<file path="config.mk">
export PLATFORM = sky130hd
export DESIGN_NAME = cff_div_cell
export DESIGN_NICKNAME = d
export VERILOG_FILES = /design/src/hdl/cff_pkg.sv /design/src/hdl/cff_div_cell.sv
export SDC_FILE = /design/constraint.sdc
export NUM_CORES = 1
export LEC_CHECK = 0
export BUFFER_PORTS_ARGS = -buffer_cell sky130_fd_sc_hd__clkbuf_2
export CAP_MARGIN = 25
export CORE_MARGIN = 2
export CORE_UTILIZATION = 25
export DETAILED_ROUTE_END_ITERATION = 6
export GPL_TIMING_DRIVEN = 0
export PLACE_DENSITY_LB_ADDON = 0.12
export SLEW_MARGIN = 40
export SYNTH_ARGS = -nofsm -noshare
export SYNTH_HDL_FRONTEND = slang
export SYNTH_SLANG_ARGS = --single-unit
</file>
<file path="constraint.sdc">
create_clock -name clk -period 3.1 [get_ports clk]
set_input_delay 0.465 -clock clk [delete_from_list [all_inputs] [get_ports clk]]
set_output_delay 0.465 -clock clk [all_outputs]
set_load 0.02 [all_outputs]
</file>
<file path="src/hdl/cff_pkg.sv">
// ----------------------------------------------------------------------------
// cff_pkg
// Shared widths, constants and stage records for the circle field evaluator.
// ----------------------------------------------------------------------------
package cff_pkg;

    localparam int COORD_W      = 16;
    localparam int ACC_W        = 18;
    localparam int FIELD_W      = 16;
    localparam int GRAD_W       = 16;
    localparam int RAD_W        = 15;
    localparam int CFG_IDX_W    = 2;
    localparam int CFG_DATA_W   = 16;

    localparam int FIELD_FRAC   = 15;
    localparam int EXTRA_BITS   = 8;
    localparam int DELTA_W      = COORD_W + 1;
    localparam int SQ_W         = 2 * DELTA_W;
    localparam int RADICAND_W   = SQ_W + 2 * EXTRA_BITS;
    localparam int ROOT_W       = RADICAND_W / 2;
    localparam int REM_W        = ROOT_W + 1;
    localparam int Q_W          = 15;
    localparam int DIV_W        = 41;
    localparam int GRAD_SHIFT   = 22;
    localparam int R1E_W        = RAD_W + EXTRA_BITS;

    localparam int SQRT_STAGES  = ROOT_W;
    localparam int DIV_STAGES   = Q_W;
    localparam int SQRT_FIRST   = 3;
    localparam int POST_STAGE   = SQRT_FIRST + SQRT_STAGES;
    localparam int DIV_FIRST    = POST_STAGE + 1;
    localparam int OUT_STAGE    = DIV_FIRST + DIV_STAGES;
    localparam int NSTAGE       = OUT_STAGE + 1;

    localparam logic [FIELD_W-1:0] FIELD_HALF = FIELD_W'(1 << (FIELD_FRAC - 1));
    localparam logic [FIELD_W-1:0] FIELD_ONE  = FIELD_W'(1 << FIELD_FRAC);
    localparam logic [Q_W-1:0]     GRAD_ONE   = Q_W'(16384);
    localparam logic [ACC_W:0]     BLEND_MAX  = (ACC_W+1)'((1 << ACC_W) - 1);

    localparam logic [CFG_IDX_W-1:0] REG_CENTER_X      = 2'd0;
    localparam logic [CFG_IDX_W-1:0] REG_CENTER_Y      = 2'd1;
    localparam logic [CFG_IDX_W-1:0] REG_INNER_RADIUS  = 2'd2;
    localparam logic [CFG_IDX_W-1:0] REG_FALLOFF_WIDTH = 2'd3;

    typedef struct packed {
        logic               sx;
        logic               sy;
        logic [DELTA_W-1:0] magx;
        logic [DELTA_W-1:0] magy;
        logic [ACC_W-1:0]   accum;
    } item_t;

    typedef struct packed {
        logic             sx;
        logic             sy;
        logic             ge;
        logic             ovf;
        logic             zero;
        logic [ACC_W-1:0] accum;
    } post_t;

    typedef struct packed {
        logic [RADICAND_W-1:0] rad;
        logic [REM_W-1:0]      rem;
        logic [ROOT_W-1:0]     root;
    } sqrt_t;

    typedef struct packed {
        logic [DIV_W-1:0] num;
        logic [DIV_W-1:0] den;
        logic [Q_W-1:0]   q;
    } div_t;

endpackage

</file>
<file path="src/hdl/cff_div_cell.sv">
// ----------------------------------------------------------------------------
// cff_div_cell
// One restoring division step: trial subtract, shift in a quotient bit.
// ----------------------------------------------------------------------------
module cff_div_cell
    import cff_pkg::*;
(
    input  logic clk,
    input  logic en,
    input  div_t d_in,
    output div_t d_out
);

    div_t res_next;
    div_t res_reg;

    always_comb
    begin
        res_next.den = d_in.den >> 1;
        if (d_in.num >= d_in.den)
        begin
            res_next.num = d_in.num - d_in.den;
            res_next.q   = {d_in.q[Q_W-2:0], 1'b1};
        end
        else
        begin
            res_next.num = d_in.num;
            res_next.q   = {d_in.q[Q_W-2:0], 1'b0};
        end
    end

    always_ff @(posedge clk)
    begin
        if (en)
            res_reg <= res_next;
    end

    assign d_out = res_reg;

endmodule

</file>
==> results of run 1 <==
-- logic make-up after synthesis --
family                     after synthesis
adders and majority gates               42
other                                    1
and+or+nand+nor                         89
muxes                                   42
buffers and inverters                   68
AOI/OAI and AO/OA                      127
DFF                                     96
xor gates and xnor gates                36
-- power breakdown --
part / switching (uW) / leakage, uW / total, uW / internal (uW)
sequential: 33.7 / 0.000939 / 1630 / 1600
clock: 510 / 0.000133 / 1140 / 626
combinational: 715 / 0.00266 / 1320 / 602
-- layout by cell type, fill, tap and decap left out, types with 22 or more instances in the layout --
| cell | n |
|---|---|
| a21o_1 | 22 |
| a21oi_1 | 31 |
| buf_4 | 23 |
| clkbuf_2 | 187 |
| edfxtp_1 | 96 |
| ha_1 | 31 |
| inv_1 | 48 |
| mux2_4 | 36 |
| nand2_1 | 27 |
| xnor2_1 | 25 |
-- repair_timing --
item                       4_1_cts  5_1_grt
setup buffers                   24        2
setup endpoints to repair       42       42
gates cloned                     1        1
pin swaps                       20       15
gates resized for setup         62       24
-- routing by layer --
layer | up-vias | wire length (um)
met5 | - | 0
li1 | 2309 | -
met1 | 2188 | 7230
met2 | 144 | 7740
met4 | 0 | 384
met3 | 21 | 826
-- cell type report --
| type | instances | area (sq um) | area share |
|---|---|---|---|
| Inverter | 52 | 200 | 0.0242 |
| Clock inverter | 5 | 57.6 | 0.00695 |
| Clock buffer | 11 | 233 | 0.0281 |
| Sequential cell | 96 | 2880 | 0.348 |
| Timing Repair Buffer | 222 | 1310 | 0.159 |
| Buffer | 16 | 134 | 0.0162 |
| Tap cell | 319 | 399 | 0.0482 |
| Multi-Input combinational cell | 337 | 3070 | 0.370 |
-- through the flow --
stage,instance area [sq um],power (uW)
6_report,8290,4080
5_1_grt,8290,4310
4_1_cts,8130,4100
3_5_place_dp,7370,2830
3_3_place_gp,7330,2820
2_1_floorplan,5970,2460
-- worst paths after layout --
| path | startpoint | to | cells after the start |
|---|---|---|---|
| max | d_in[62] | d_out[72]$_DFFE_PP_ | 14 |
| min | d_in[2] | d_out[3]$_DFFE_PP_ | 1 |
==> out/metrics.csv, run 1 <==
metric;value;unit
status;finished, violations left;
failing checks;negative setup slack;
EDFF count, synth;96;
crit path time final;3.16;ns
largest net degree at the start of global routing;51;
GRT Util Overall;0.128;
Cell Pwr Density;493;mW/mm^2
register area share after synthesis;0.487;
type of the most critical hold path;in2reg;
Async SR Flop Fraction;0;
first-pass iteration count of the detailed router;4;
met3 Use GR;0.0249;
GP Congestion;0.781;
first-pass GRT wire length;24.5;mm
Synth Instances;501;
post-synth top area share;0.487;
delay-heaviest family, CP;compound AO/OA/AOI/OAI gates;
routed via count;4662;
CP Capture Type;flip-flop;
Detailed Place HPWL;12.3;mm
Largest stage delay, worst path;0.32;ns
M2 GR Usage;0.216;
die area;0.0249;sq mm
CTS H-tree lvls;3;
simple-gate share of the synthesized area;0.0723;
Bufs on Longest Clock Path;2;
n_diodes;0;
number of setup violations in the final report;36;
most used routing layer;met2;
total gr overflow;0;
Worst Path Max Fanout;5;
layout filler cell count;2371;
Die X-Extent;158;um
Most used DFF post-synth;edfxtp_1;
Routed WL;16.2;mm
Finished Layout Cells;1058;
Area growth syn-to-layout;40.0;%
post-synth net total;642;
vias in the first global route;4679;
DRC viols;0;
Clock Root Buffer;clkbuf_16;
critical path arrival;3.26;ns
Avg Vias per Cell;4.41;
Place WS;-0.936;ns
top-count cell post-synth;edfxtp_1;
CTS sink count;96;
Ys Warns;0;
WHS;0.280;ns
Synth Area in XOR/XNOR;0.0533;
Leakage;0.00374;uW
CTS tree;yes;
post-synthesis mux area share;0.102;
area of the mapped netlist;0.00592;sq mm
setup ws final;-0.0620;ns
final core occ;0.355;
max-slew violations;0;
kind of critical path;in2reg;
CTS Buf Count;9;
nets@finish;875;
final worst path period share;1.02;
Fin. Hold Viols;0;
GR Layer Usage met1;0.158;
CP max stage cell;o31ai_4;
Yosys reg bits;96;
RSZ-0062 raised after global routing;yes;
Routed Antenna Nets;0;
Final TNS setup;-1.39;ns
die height;158;um
maximum vdd drop;0.000186;V
placed cells;1014;
synth cell count leaders;edfxtp_1, inv_1, ha_1;
crit path launch type;input port;
Adder-Cell Fraction of Synth Area;0.0900;
DR iter-0 viols;216;
syn avg cell area;11.8;sq um
Buf/Inv on CP;3;
Critical Path RT;3.20;ns
Clk pin slew, worst setup/hold paths;0.07;ns
PortBufs;193;
maxcap violations;0;
cts hold-fix bufs;0;
Top Ports;196;
post-DR wirelength/cell;15.3;um
cells along the critical path;buf_8 -> ha_4 -> a21oi_4 -> o211ai_1 -> a221oi_2 -> nand3b_1 -> and2_4 -> o31ai_4 -> o31ai_4 -> a211oi_2 -> o21bai_4 -> buf_8 -> clkbuf_16 -> mux2_4;
Starting Density;0.254;
layout cells sized above 1;0.455;
initial antenna violation count;0;
Max Fclk;316;MHz
row count;56;
largest family of logic cells by synthesized area;compound AO/OA/AOI/OAI gates;
max reg flops;96;
library cells used by synthesis;56;
CORE AREA;0.0233;sq mm
Synth area leaders;edfxtp_1, mux2_4, ha_1;
Synth Area in Compound Gates;0.145;
Yosys top cell by area;edfxtp_1;
Power figures use the tool's default switching activity.
==> run 2, diff against run 1 <==
--- a/config.mk
+++ b/config.mk
@@ -7,6 +7,8 @@
 export LEC_CHECK = 0
 export BUFFER_PORTS_ARGS = -buffer_cell sky130_fd_sc_hd__clkbuf_2
 export CAP_MARGIN = 25
+export CELL_PAD_IN_SITES_DETAIL_PLACEMENT = 0
+export CELL_PAD_IN_SITES_GLOBAL_PLACEMENT = 1
 export CORE_MARGIN = 2
 export CORE_UTILIZATION = 25
 export DETAILED_ROUTE_END_ITERATION = 6
==> run 2 against run 1 <==
The flow now finishes without violations. Core utilization rose by 0.36 points. Critical path type unchanged. Count of clock-buffer cells in the layout decreased by 1. Sequential share of layout area fell by 0.35 points. Critical endpoint is now d_out[91]$_DFFE_PP_. Combinational power about the same. Global-route usage down 0.15 points. First-iteration DRC count fell by 42%. Largest power group unchanged. Routed wire length shrank 0.94%. Critical path depth is 1 higher.
==> out/metrics.csv, run 2 (synthesis results as in run 1) <==
metric;value;unit
Max Fclk;328;MHz
first-pass GRT wire length;24.3;mm
largest net degree at the start of global routing;60;
vias in the first global route;4689;
Int Pwr;2930;uW
n_diodes;0;
CP max stage cell;o21ai_0;
Area growth syn-to-layout;41.4;%
cts hold-fix bufs;0;
Avg Vias per Cell;4.37;
kind of critical path;in2reg;
Min-Delay Path Depth;1;
Critical Path RT;3.20;ns
Clk pin slew, worst setup/hold paths;0.07;ns
Cell Pwr Density;501;mW/mm^2
CTS sink count;96;
setup ws final;0.0557;ns
Comb pwr share;0.321;
final core occ;0.359;
GP Congestion;0.750;
initial antenna violation count;0;
max-slew violations;0;
Worst Path Max Fanout;5;
Place WS;-0.802;ns
Routed Antenna Nets;0;
Fin. Hold Viols;0;
crit path time final;3.04;ns
CTS H-tree lvls;3;
cells along the critical path;clkbuf_2 -> inv_1 -> ha_2 -> nand3_1 -> a21oi_2 -> o21ai_2 -> nand3b_1 -> buf_4 -> buf_4 -> a21oi_1 -> o21ai_0 -> o221ai_2 -> o21bai_1 -> xor2_1 -> mux2_4;
Buf/Inv on CP;4;
first-pass iteration count of the detailed router;4;
number of setup violations in the final report;0;
Clock Root Buffer;clkbuf_16;
Starting Density;0.254;
switching pwr;1260;uW
Bufs on Longest Clock Path;2;
type of the most critical hold path;in2reg;
Top Ports;196;
DRC viols;0;
GRT Util Overall;0.126;
Largest stage delay, worst path;0.41;ns
CP Capture Type;flip-flop;
Die X-Extent;158;um
final worst path period share;0.982;
CTS tree;yes;
critical path arrival;3.14;ns
layout cells sized above 1;0.464;
CORE AREA;0.0233;sq mm
maxcap violations;0;
nets@finish;874;
Reg power frac;0.389;
die area;0.0249;sq mm
routed via count;4619;
Clk pwr share;0.290;
CTS Buf Count;9;
Switching Fraction;0.301;
commonest non-fill, non-tap cells in the layout;clkbuf_2, edfxtp_1, inv_1;
DR iter-0 viols;126;
CP dominant cell by count;buf_4;
max reg flops;96;
delay-heaviest family, CP;compound AO/OA/AOI/OAI gates;
Leakage;0.00376;uW
Routed WL;16.0;mm
commonest non-fill, non-tap cell in the layout;clkbuf_2;
total gr overflow;0;
maximum vdd drop;0.000217;V
Stages on worst setup path;15;
PortBufs;193;
status;complete, no violations;
row count;56;
post-DR wirelength/cell;15.2;um
crit path launch type;input port;
Detailed Place HPWL;12.2;mm
die height;158;um
RSZ-0062 raised after global routing;yes;
run 2: cell types whose count changed in the layout (fill, tap and decap cells not counted), sizes merged:
cell      change
buf           -2
bufinv        +1
clkinv        +1
clkinvlp      -2
run 2: worst paths after layout:
kind / from / to
worst min-delay path: d_in[20] / d_out[19]$_DFFE_PP_
worst max-delay path: d_in[18] / d_out[91]$_DFFE_PP_
run 2: power groups by stage:
stage / combinational, uW / clock (uW) / sequential [uW]
after floorplan: 616 / 0 / 1840
after global placement: 1160 / 0 / 1670
after detailed placement: 1170 / 0 / 1660
after CTS: 1290 / 1270 / 1630
after global routing: 1470 / 1300 / 1650
final: 1350 / 1210 / 1630
run 2: final cells by class:
| type | instances | area [sq um] |
|---|---|---|
| plain buffers | 13 | 129 |
| clock buffers | 10 | 229 |
| clock inverters | 5 | 82.6 |
| fillers | 2362 | 15000 |
| inverters | 52 | 200 |
| multi-input cells | 337 | 3100 |
| flip-flops and latches | 96 | 2880 |
| well taps | 319 | 399 |
| repair buffers | 224 | 1350 |
run 2: through the flow:
stage	instances	hold slack, ns	TNS [ns]	cell area (sq um)	total power, uW
3_5_place_dp	1014	0.644	-29.76	7370	2830
4_1_cts	1046	0.271	-1.80	8070	4190
6_report	1056	0.290	0	8370	4190
5_1_grt	1056	0.271	-2.93	8370	4420
2_1_floorplan	501	0.564	-0.0202	5970	2460
3_3_place_gp	1013	0.642	-29.92	7330	2830
run 2: repair_timing:
item	4_1_cts	5_1_grt
cloned	1	2
gates resized for setup	53	41
setup buffers	16	11
pin swaps	18	11
endpoints found under the setup margin	42	42
run 2: layer usage:
| metal | wire length (um) | vias up | global-route usage |
|---|---|---|---|
| met3 | 948 | 12 | 0.0252 |
| met2 | 7590 | 139 | 0.211 |
| li1 | - | 2306 | - |
| met1 | 7280 | 2162 | 0.164 |
| met4 | 208 | 0 | 0.0416 |
| met5 | 0 | - | 0 |
