### src/hdl/cff_pkg.sv
// ----------------------------------------------------------------------------
// cff_pkg
// Shared widths, constants and stage records for the circle field evaluator.
// ----------------------------------------------------------------------------
package cff_pkg;

    localparam int COORD_W      = 16;
    localparam int ACC_W        = 18;
    localparam int FIELD_W      = 16;
    localparam int GRAD_W       = 16;
    localparam int RAD_W        = 15;
    localparam int CFG_IDX_W    = 2;
    localparam int CFG_DATA_W   = 16;

    localparam int FIELD_FRAC   = 15;
    localparam int EXTRA_BITS   = 8;
    localparam int DELTA_W      = COORD_W + 1;
    localparam int SQ_W         = 2 * DELTA_W;
    localparam int RADICAND_W   = SQ_W + 2 * EXTRA_BITS;
    localparam int ROOT_W       = RADICAND_W / 2;
    localparam int REM_W        = ROOT_W + 1;
    localparam int Q_W          = 15;
    localparam int DIV_W        = 41;
    localparam int GRAD_SHIFT   = 22;
    localparam int R1E_W        = RAD_W + EXTRA_BITS;

    localparam int SQRT_STAGES  = ROOT_W;
    localparam int DIV_STAGES   = Q_W;
    localparam int SQRT_FIRST   = 3;
    localparam int POST_STAGE   = SQRT_FIRST + SQRT_STAGES;
    localparam int DIV_FIRST    = POST_STAGE + 1;
    localparam int OUT_STAGE    = DIV_FIRST + DIV_STAGES;
    localparam int NSTAGE       = OUT_STAGE + 1;

    localparam logic [FIELD_W-1:0] FIELD_HALF = FIELD_W'(1 << (FIELD_FRAC - 1));
    localparam logic [FIELD_W-1:0] FIELD_ONE  = FIELD_W'(1 << FIELD_FRAC);
    localparam logic [Q_W-1:0]     GRAD_ONE   = Q_W'(16384);
    localparam logic [ACC_W:0]     BLEND_MAX  = (ACC_W+1)'((1 << ACC_W) - 1);

    localparam logic [CFG_IDX_W-1:0] REG_CENTER_X      = 2'd0;
    localparam logic [CFG_IDX_W-1:0] REG_CENTER_Y      = 2'd1;
    localparam logic [CFG_IDX_W-1:0] REG_INNER_RADIUS  = 2'd2;
    localparam logic [CFG_IDX_W-1:0] REG_FALLOFF_WIDTH = 2'd3;

    typedef struct packed {
        logic               sx;
        logic               sy;
        logic [DELTA_W-1:0] magx;
        logic [DELTA_W-1:0] magy;
        logic [ACC_W-1:0]   accum;
    } item_t;

    typedef struct packed {
        logic             sx;
        logic             sy;
        logic             ge;
        logic             ovf;
        logic             zero;
        logic [ACC_W-1:0] accum;
    } post_t;

    typedef struct packed {
        logic [RADICAND_W-1:0] rad;
        logic [REM_W-1:0]      rem;
        logic [ROOT_W-1:0]     root;
    } sqrt_t;

    typedef struct packed {
        logic [DIV_W-1:0] num;
        logic [DIV_W-1:0] den;
        logic [Q_W-1:0]   q;
    } div_t;

endpackage

### src/hdl/cff_sqrt_cell.sv
// ----------------------------------------------------------------------------
// cff_sqrt_cell
// One restoring square root step: two radicand bits in, one root bit out.
// ----------------------------------------------------------------------------
module cff_sqrt_cell
    import cff_pkg::*;
(
    input  logic  clk,
    input  logic  en,
    input  sqrt_t d_in,
    output sqrt_t d_out
);

    logic [REM_W+1:0] cat;
    logic [REM_W+1:0] trial;
    sqrt_t            res_next;
    sqrt_t            res_reg;

    always_comb
    begin
        cat          = {d_in.rem, d_in.rad[RADICAND_W-1 -: 2]};
        trial        = {1'b0, d_in.root, 2'b01};
        res_next.rad = {d_in.rad[RADICAND_W-3:0], 2'b00};
        if (cat >= trial)
        begin
            res_next.rem  = REM_W'(cat - trial);
            res_next.root = {d_in.root[ROOT_W-2:0], 1'b1};
        end
        else
        begin
            res_next.rem  = REM_W'(cat);
            res_next.root = {d_in.root[ROOT_W-2:0], 1'b0};
        end
    end

    always_ff @(posedge clk)
    begin
        if (en)
            res_reg <= res_next;
    end

    assign d_out = res_reg;

endmodule

### config.mk
export PLATFORM = sky130hd
export DESIGN_NAME = cff_sqrt_cell
export DESIGN_NICKNAME = d
export VERILOG_FILES = /design/src/hdl/cff_pkg.sv /design/src/hdl/cff_sqrt_cell.sv
export SDC_FILE = /design/constraint.sdc
export NUM_CORES = 1
export LEC_CHECK = 0
export BUFFER_PORTS_ARGS = -buffer_cell sky130_fd_sc_hd__buf_2
export CORE_MARGIN = 4
export CORE_UTILIZATION = 43
export CTS_CLUSTER_DIAMETER = 80
export DETAILED_ROUTE_END_ITERATION = 16
export PLACE_DENSITY = 0.76
export SYNTH_ARGS = -nofsm -noshare
export SYNTH_HDL_FRONTEND = slang
export SYNTH_SLANG_ARGS = --single-unit
### constraint.sdc
create_clock -name clk -period 3.4 [get_ports clk]
set_clock_uncertainty 0.2 [all_clocks]
set_input_delay 0.34 -clock clk [delete_from_list [all_inputs] [get_ports clk]]
set_output_delay 0.34 -clock clk [all_outputs]
set_load 0.1 [all_outputs]
==> metrics.yaml, run 1 <==
min_from: "d_in[32]"
hold_violations: 0
cp.required_ns: 3.31
synthCells: 341
start_util_pct: 43.9
seq_area_mm2: 0.00297
path_class: "in -> reg"
core_area_mm2: 0.0108
final_antenna_net_count: 0
fin_area_mm2: 0.00698
dieArea_mm2: 0.0128
cts_max_level: 3
grt_pass1_vias: 3872
drtIter0Drc: 201
ys_ff_latch: 99
outcome: "finished, final reports clean"
worst_slack_ns: 0.0747
path_cells: "dlygate4sd3_1, buf_2, inv_1, ha_1, buf_4, a21o_2, a21oi_1, o21ai_1, a211oi_2, a21oi_2, a41oi_4, buf_12, mux2_2"
synth.top_cell.area_share_pct: 62.4
pwr-share-seq_pct: 39.6
synth_flop_cell: "edfxtp_1"
drive_above_1_share_pct: 42.3
die_h_um: 113
grt_pass1_wl_um: 20900
synth_edf_count: 99
intPower_mw: 2.20
rsz0062_at_grt: "false"
fin_setup_tns_ns: 0
period_share_pct: 97.8
track_usage_pct: 21.2
fin_util_pct: 64.4
setup_viol: 0
cp_slowest_cell: "dlygate4sd3_1"
yosysMostFrequentCell: "edfxtp_1"
synth_top_family_by_area: "compound AO/OA/AOI/OAI gates"
netlist_top_cells_count: "99 x edfxtp_1, 33 x inv_1, 27 x ha_1, 23 x mux2_2, 22 x a21oi_1"
grt_overflow_total: 0
postPlaceCellArea_mm2: 0.00601
largest_reg_flops: 99
via_count: 3948
fin_cells: 774
synth_compound_area_share_pct: 11.1
async_flop_share_pct: 0
hold_path_end: "d_out[34]$_DFFE_PP_"
antenna_found_initial: 0
drv_slew: 0
cp_max_fo: 14
synthAdderAreaFrac_pct: 7.10
drcViolationCount: 0
worst_setup_path_end_kind: "flip-flop"
synth_area_leader_cell: "edfxtp_1"
ios: 204
post-place-ws_ns: -0.0000748
wl_um: 13800
net-switching-power_mw: 1.65
startpoint: "d_in[8]"
fillCellCount: 802
routedWlPerCell_um: 17.8
ir_drop_v: 0.000295
synth_area_mm2: 0.00476
cp-start-kind: "primary input"
power.total_mw: 3.85
cts_buffers: 9
holdWs_ns: 0.0929
area_delta_synth_final_pct: 46.6
power_density_mw_per_mm2: 552
ys_types: 53
synth.mux.area_fraction_pct: 6.07
p_leak_nw: 3.06
nNetsFinal: 760
finalCriticalPeriod_ns: 3.33
io_buffer_count: 201
hold_path_class: "in -> reg"
yosysSeqAreaShare_pct: 62.4
cts.path.max_buffers: 2
yosys-top-cells-area: "edfxtp_1 62%, ha_1 7.1%, mux2_2 5.4%, inv_1 2.6%, xnor2_1 2.4%"
cp_num_buf_inv: 5
multi_input_area_mm2: 0.00167
combPwrFrac_pct: 40.9
dp_cells: 686
synth_xor_area_share_pct: 3.50
slew_headroom_pct: 64.5
switching_share_pct: 42.8
dp_hpwl_um: 9660
yosys_warnings: 0
drt-vias-per-instance: 5.10
grt_max_degree: 62
syn_avg_cell_area_um2: 14.0
drt_pass1_iterations: 5
synth-simple-area-share_pct: 6.15
maxCapViolCount: 0
gp_congestion: 0.811
tightest_slew_ns: 0.532
timing.fmax_mhz: 301
cts.sinks: 99
holdPathStages: 2
max_stage_delay_ns: 0.55
arrival_ns: 3.23
cts_tree: "built"
antennaDiodeCount: 0
die_width_um: 113
rows: 38
pwr-share-clk_pct: 19.5
crit_family: "compound AO/OA/AOI/OAI gates"
path_clk_slew_ns: 0.10
clockRootBuffer: "clkbuf_8"
==> routing by layer <==
layer | global-route usage, % | wire length (um)
met5 | 0 | 0
met4 | 7.21 | 302
met3 | 5.78 | 1180
met2 | 35.9 | 6780
met1 | 26.2 | 5520
==> layout make-up <==
type	instances	area share, %
inverters	33	1.77
well taps	140	2.51
repair buffers	284	26.5
flip-flops and latches	99	42.6
clock buffers	10	1.83
multi-input cells	203	23.9
clock inverters	5	0.860
==> worst max-delay path by stage <==
stage	endpoint	slack, ns	cells past startpoint
6_report	d_out[44]$_DFFE_PP_	0.07	13
3_3_place_gp	d_out[48]$_DFFE_PP_	0.08	13
3_5_place_dp	d_out[46]$_DFFE_PP_	-0.00007	13
5_1_grt	d_out[44]$_DFFE_PP_	0.02	14
4_1_cts	d_out[50]$_DFFE_PP_	0.02	13
2_1_floorplan	d_out[44]$_DFFE_PP_	0.16	12
==> kinds of logic (layout without fill, tap and decap cells) <==
family          Yosys count  count (layout)
mux                      26              26
simple gates             57              57
other cells               1               2
flops                    99              99
compound gates           72              72
xor+xnor                 19              19
fa+ha+maj                27              27
buf+inv                  40             332
==> cells in the final DEF (no fill, tap or decap), drive strengths merged, types with 4 or more instances in the layout <==
| cell | n |
|---|---|
| nor2b | 4 |
| dlygate4sd3 | 72 |
| nor2 | 16 |
| xor2 | 6 |
| inv | 35 |
| edfxtp | 99 |
| a21oi | 23 |
| nand2 | 13 |
| a2111oi | 5 |
| o21ai | 11 |
| a21o | 8 |
| clkbuf | 10 |
| buf | 212 |
| mux2 | 23 |
| nor3 | 6 |
| nand3 | 4 |
| xnor2 | 13 |
| ha | 27 |
==> power groups by stage <==
| stage | registers, mW | clock network [mW] | logic (mW) |
|---|---|---|---|
| floorplan | 2.43 | 0 | 0.314 |
| global placement | 1.54 | 0 | 1.47 |
| detailed placement | 1.55 | 0 | 1.49 |
| CTS | 1.53 | 0.772 | 1.56 |
| global route | 1.54 | 0.843 | 1.64 |
| finish | 1.52 | 0.752 | 1.57 |
==> timing repair <==
item                       4_1_cts  5_1_grt
buffers inserted                 0        1
setup endpoints to repair        0       23
hold buffers                    72        0
gates resized for setup          0       13
hold endpoints to repair        72        0
No activity file was read; power rests on OpenSTA's default activity.
==> run 2: changes to the inputs <==
--- a/config.mk
+++ b/config.mk
@@ -7,10 +7,11 @@
 export LEC_CHECK = 0
 export BUFFER_PORTS_ARGS = -buffer_cell sky130_fd_sc_hd__buf_2
 export CORE_MARGIN = 4
-export CORE_UTILIZATION = 43
+export CORE_UTILIZATION = 50
 export CTS_CLUSTER_DIAMETER = 80
 export DETAILED_ROUTE_END_ITERATION = 16
-export PLACE_DENSITY = 0.76
+export GPL_TIMING_DRIVEN = 1
+export PLACE_DENSITY = 0.83
 export SYNTH_ARGS = -nofsm -noshare
 export SYNTH_HDL_FRONTEND = slang
 export SYNTH_SLANG_ARGS = --single-unit
==> constraint.sdc (replaced) <==
create_clock -name clk -period 4.21 [get_ports clk]
set_clock_uncertainty 0.2 [all_clocks]
set_input_delay 0.421 -clock clk [delete_from_list [all_inputs] [get_ports clk]]
set_output_delay 0.421 -clock clk [all_outputs]
set_load 0.1 [all_outputs]
==> metrics.yaml, run 2 (same netlist as run 1, synthesis figures left out) <==
outcome: "finished, final reports clean"
p_leak_nw: 2.70  # -12%
fin_util_pct: 65.9  # +1.5 points
cts_buffers: 9  # unchanged
antenna_found_initial: 2  # +2
io_buffer_count: 201  # unchanged
path_clk_slew_ns: 0.10  # about the same
wl_um: 11800  # -14%
start_util_pct: 51.5  # +7.6 points
ios: 204  # unchanged
timing.fmax_mhz: 300
power_density_mw_per_mm2: 490  # -11%
routedWlPerCell_um: 17.3  # -2.6%
final_antenna_net_count: 0  # unchanged
fin_setup_tns_ns: 0  # unchanged
drive_above_1_share_pct: 45.5  # +3.2 points
cts.sinks: 99  # unchanged
max_stage_delay_ns: 0.39  # -0.16 ns
nNetsFinal: 679  # -11%
hold_violations: 0  # unchanged
hold_path_class: "in -> reg"
cts.path.max_buffers: 2  # unchanged
worst_setup_path_end_kind: "flip-flop"
tightest_slew_ns: 0.881  # +0.349 ns
slew_headroom_pct: 41.3  # -23 points
period_share_pct: 79.3
finalCriticalPeriod_ns: 3.34
ir_drop_v: 0.000196  # -34%
area_delta_synth_final_pct: 27.9
setup_viol: 0  # unchanged
maxCapViolCount: 0  # unchanged
track_usage_pct: 21.1  # -0.044 points
cp-start-kind: "primary input"
grt_pass1_wl_um: 18300  # -12%
drt_pass1_iterations: 4  # -1
path_cells: "buf_2, inv_1, ha_1, nor2b_1, o21ai_0, nand2b_1, a21oi_2, o21ai_1, a211oi_2, a21oi_1, a41oi_4, buf_4, mux2_2"
min_from: "d_in[62]"
cts_resized: 0  # unchanged
drcViolationCount: 0  # unchanged
path_class: "in -> reg"
dieArea_mm2: 0.0111  # -13%
cp_max_fo: 27  # +13
post_cts_buffers: 0  # unchanged
cp_num_buf_inv: 3  # -2
cp.required_ns: 4.12  # +0.81 ns
dp_hpwl_um: 9330  # -3.4%
drt-vias-per-instance: 5.08  # -0.43%
antennaDiodeCount: 0  # unchanged
drtIter0Drc: 193  # -4.0%
final_cell_mix: "200 x buf_2, 99 x edfxtp_1, 33 x inv_1, 27 x ha_1, 23 x mux2_2"
rows: 35  # -7.9%
holdBufCountCts: 0  # -100%
core_area_mm2: 0.00924  # -15%
via_count: 3469  # -12%
drv_slew: 0  # unchanged
grt_overflow_total: 0  # unchanged
cts_tree: "built"
cts_max_level: 3  # unchanged
grt_pass1_vias: 3494  # -9.8%
crit_family: "compound AO/OA/AOI/OAI gates"
die_width_um: 106  # -6.7%
largest_reg_flops: 99  # unchanged
die_h_um: 106  # -6.7%
grt_max_degree: 74  # +19%
gp_congestion: 0.829  # +2.3%
mostFrequentLayoutCell: "buf_2"
clockRootBuffer: "clkbuf_8"
startpoint: "d_in[0]"
rsz0062_at_grt: "false"
power.total_mw: 2.98  # -23%
arrival_ns: 3.25  # +0.02 ns
cp_slowest_cell: "mux2_2"
-- run 2: cell types whose count changed in the layout (fill, tap and decap cells not counted), sizes merged --
| cell | before | now |
|---|---|---|
| clkinvlp | 1 | 0 |
| dlygate4sd3 | 72 | 0 |
| clkinv | 1 | 5 |
| clkbuf | 10 | 9 |
| buf | 212 | 203 |
| bufinv | 1 | 0 |
-- run 2: power breakdown --
part           switching [mW]  internal [mW]
combinational           0.947          0.234
clock                   0.351          0.226
sequential             0.0221           1.20
-- run 2: final cells by class --
cell class,count,area (um^2)
Inverter,33,124
Fill cell,696,3150
Multi-Input combinational cell,203,1620
Clock buffer,9,124
Tap cell,129,161
Sequential cell,99,2970
Timing Repair Buffer,203,1020
Clock inverter,7,61.3
-- run 2: path summary, 6_finish.rpt --
check                 slack (ns)  depth (start not counted)                  end
worst min-delay path        0.04                          1  d_out[64]$_DFFE_PP_
worst max-delay path        0.87                         13  d_out[47]$_DFFE_PP_
-- run 2: metrics by stage --
stage,hold slack (ns),area (um^2),std cells,setup slack [ns]
4_1_cts,0.0204,6090,683,0.868
3_5_place_dp,0.399,5900,667,0.482
6_report,0.0400,6090,683,0.873
2_1_floorplan,0.320,4760,342,0.893
5_1_grt,0.0105,6090,683,0.713
3_3_place_gp,0.398,5900,667,0.596
-- run 2: per-layer routing --
metal | part of all wire, % | global-route usage [%]
met1 | 37 | 23.7
met2 | 51 | 37.4
met3 | 9.8 | 7.72
met4 | 1.7 | 6.57
met5 | 0.29 | 0
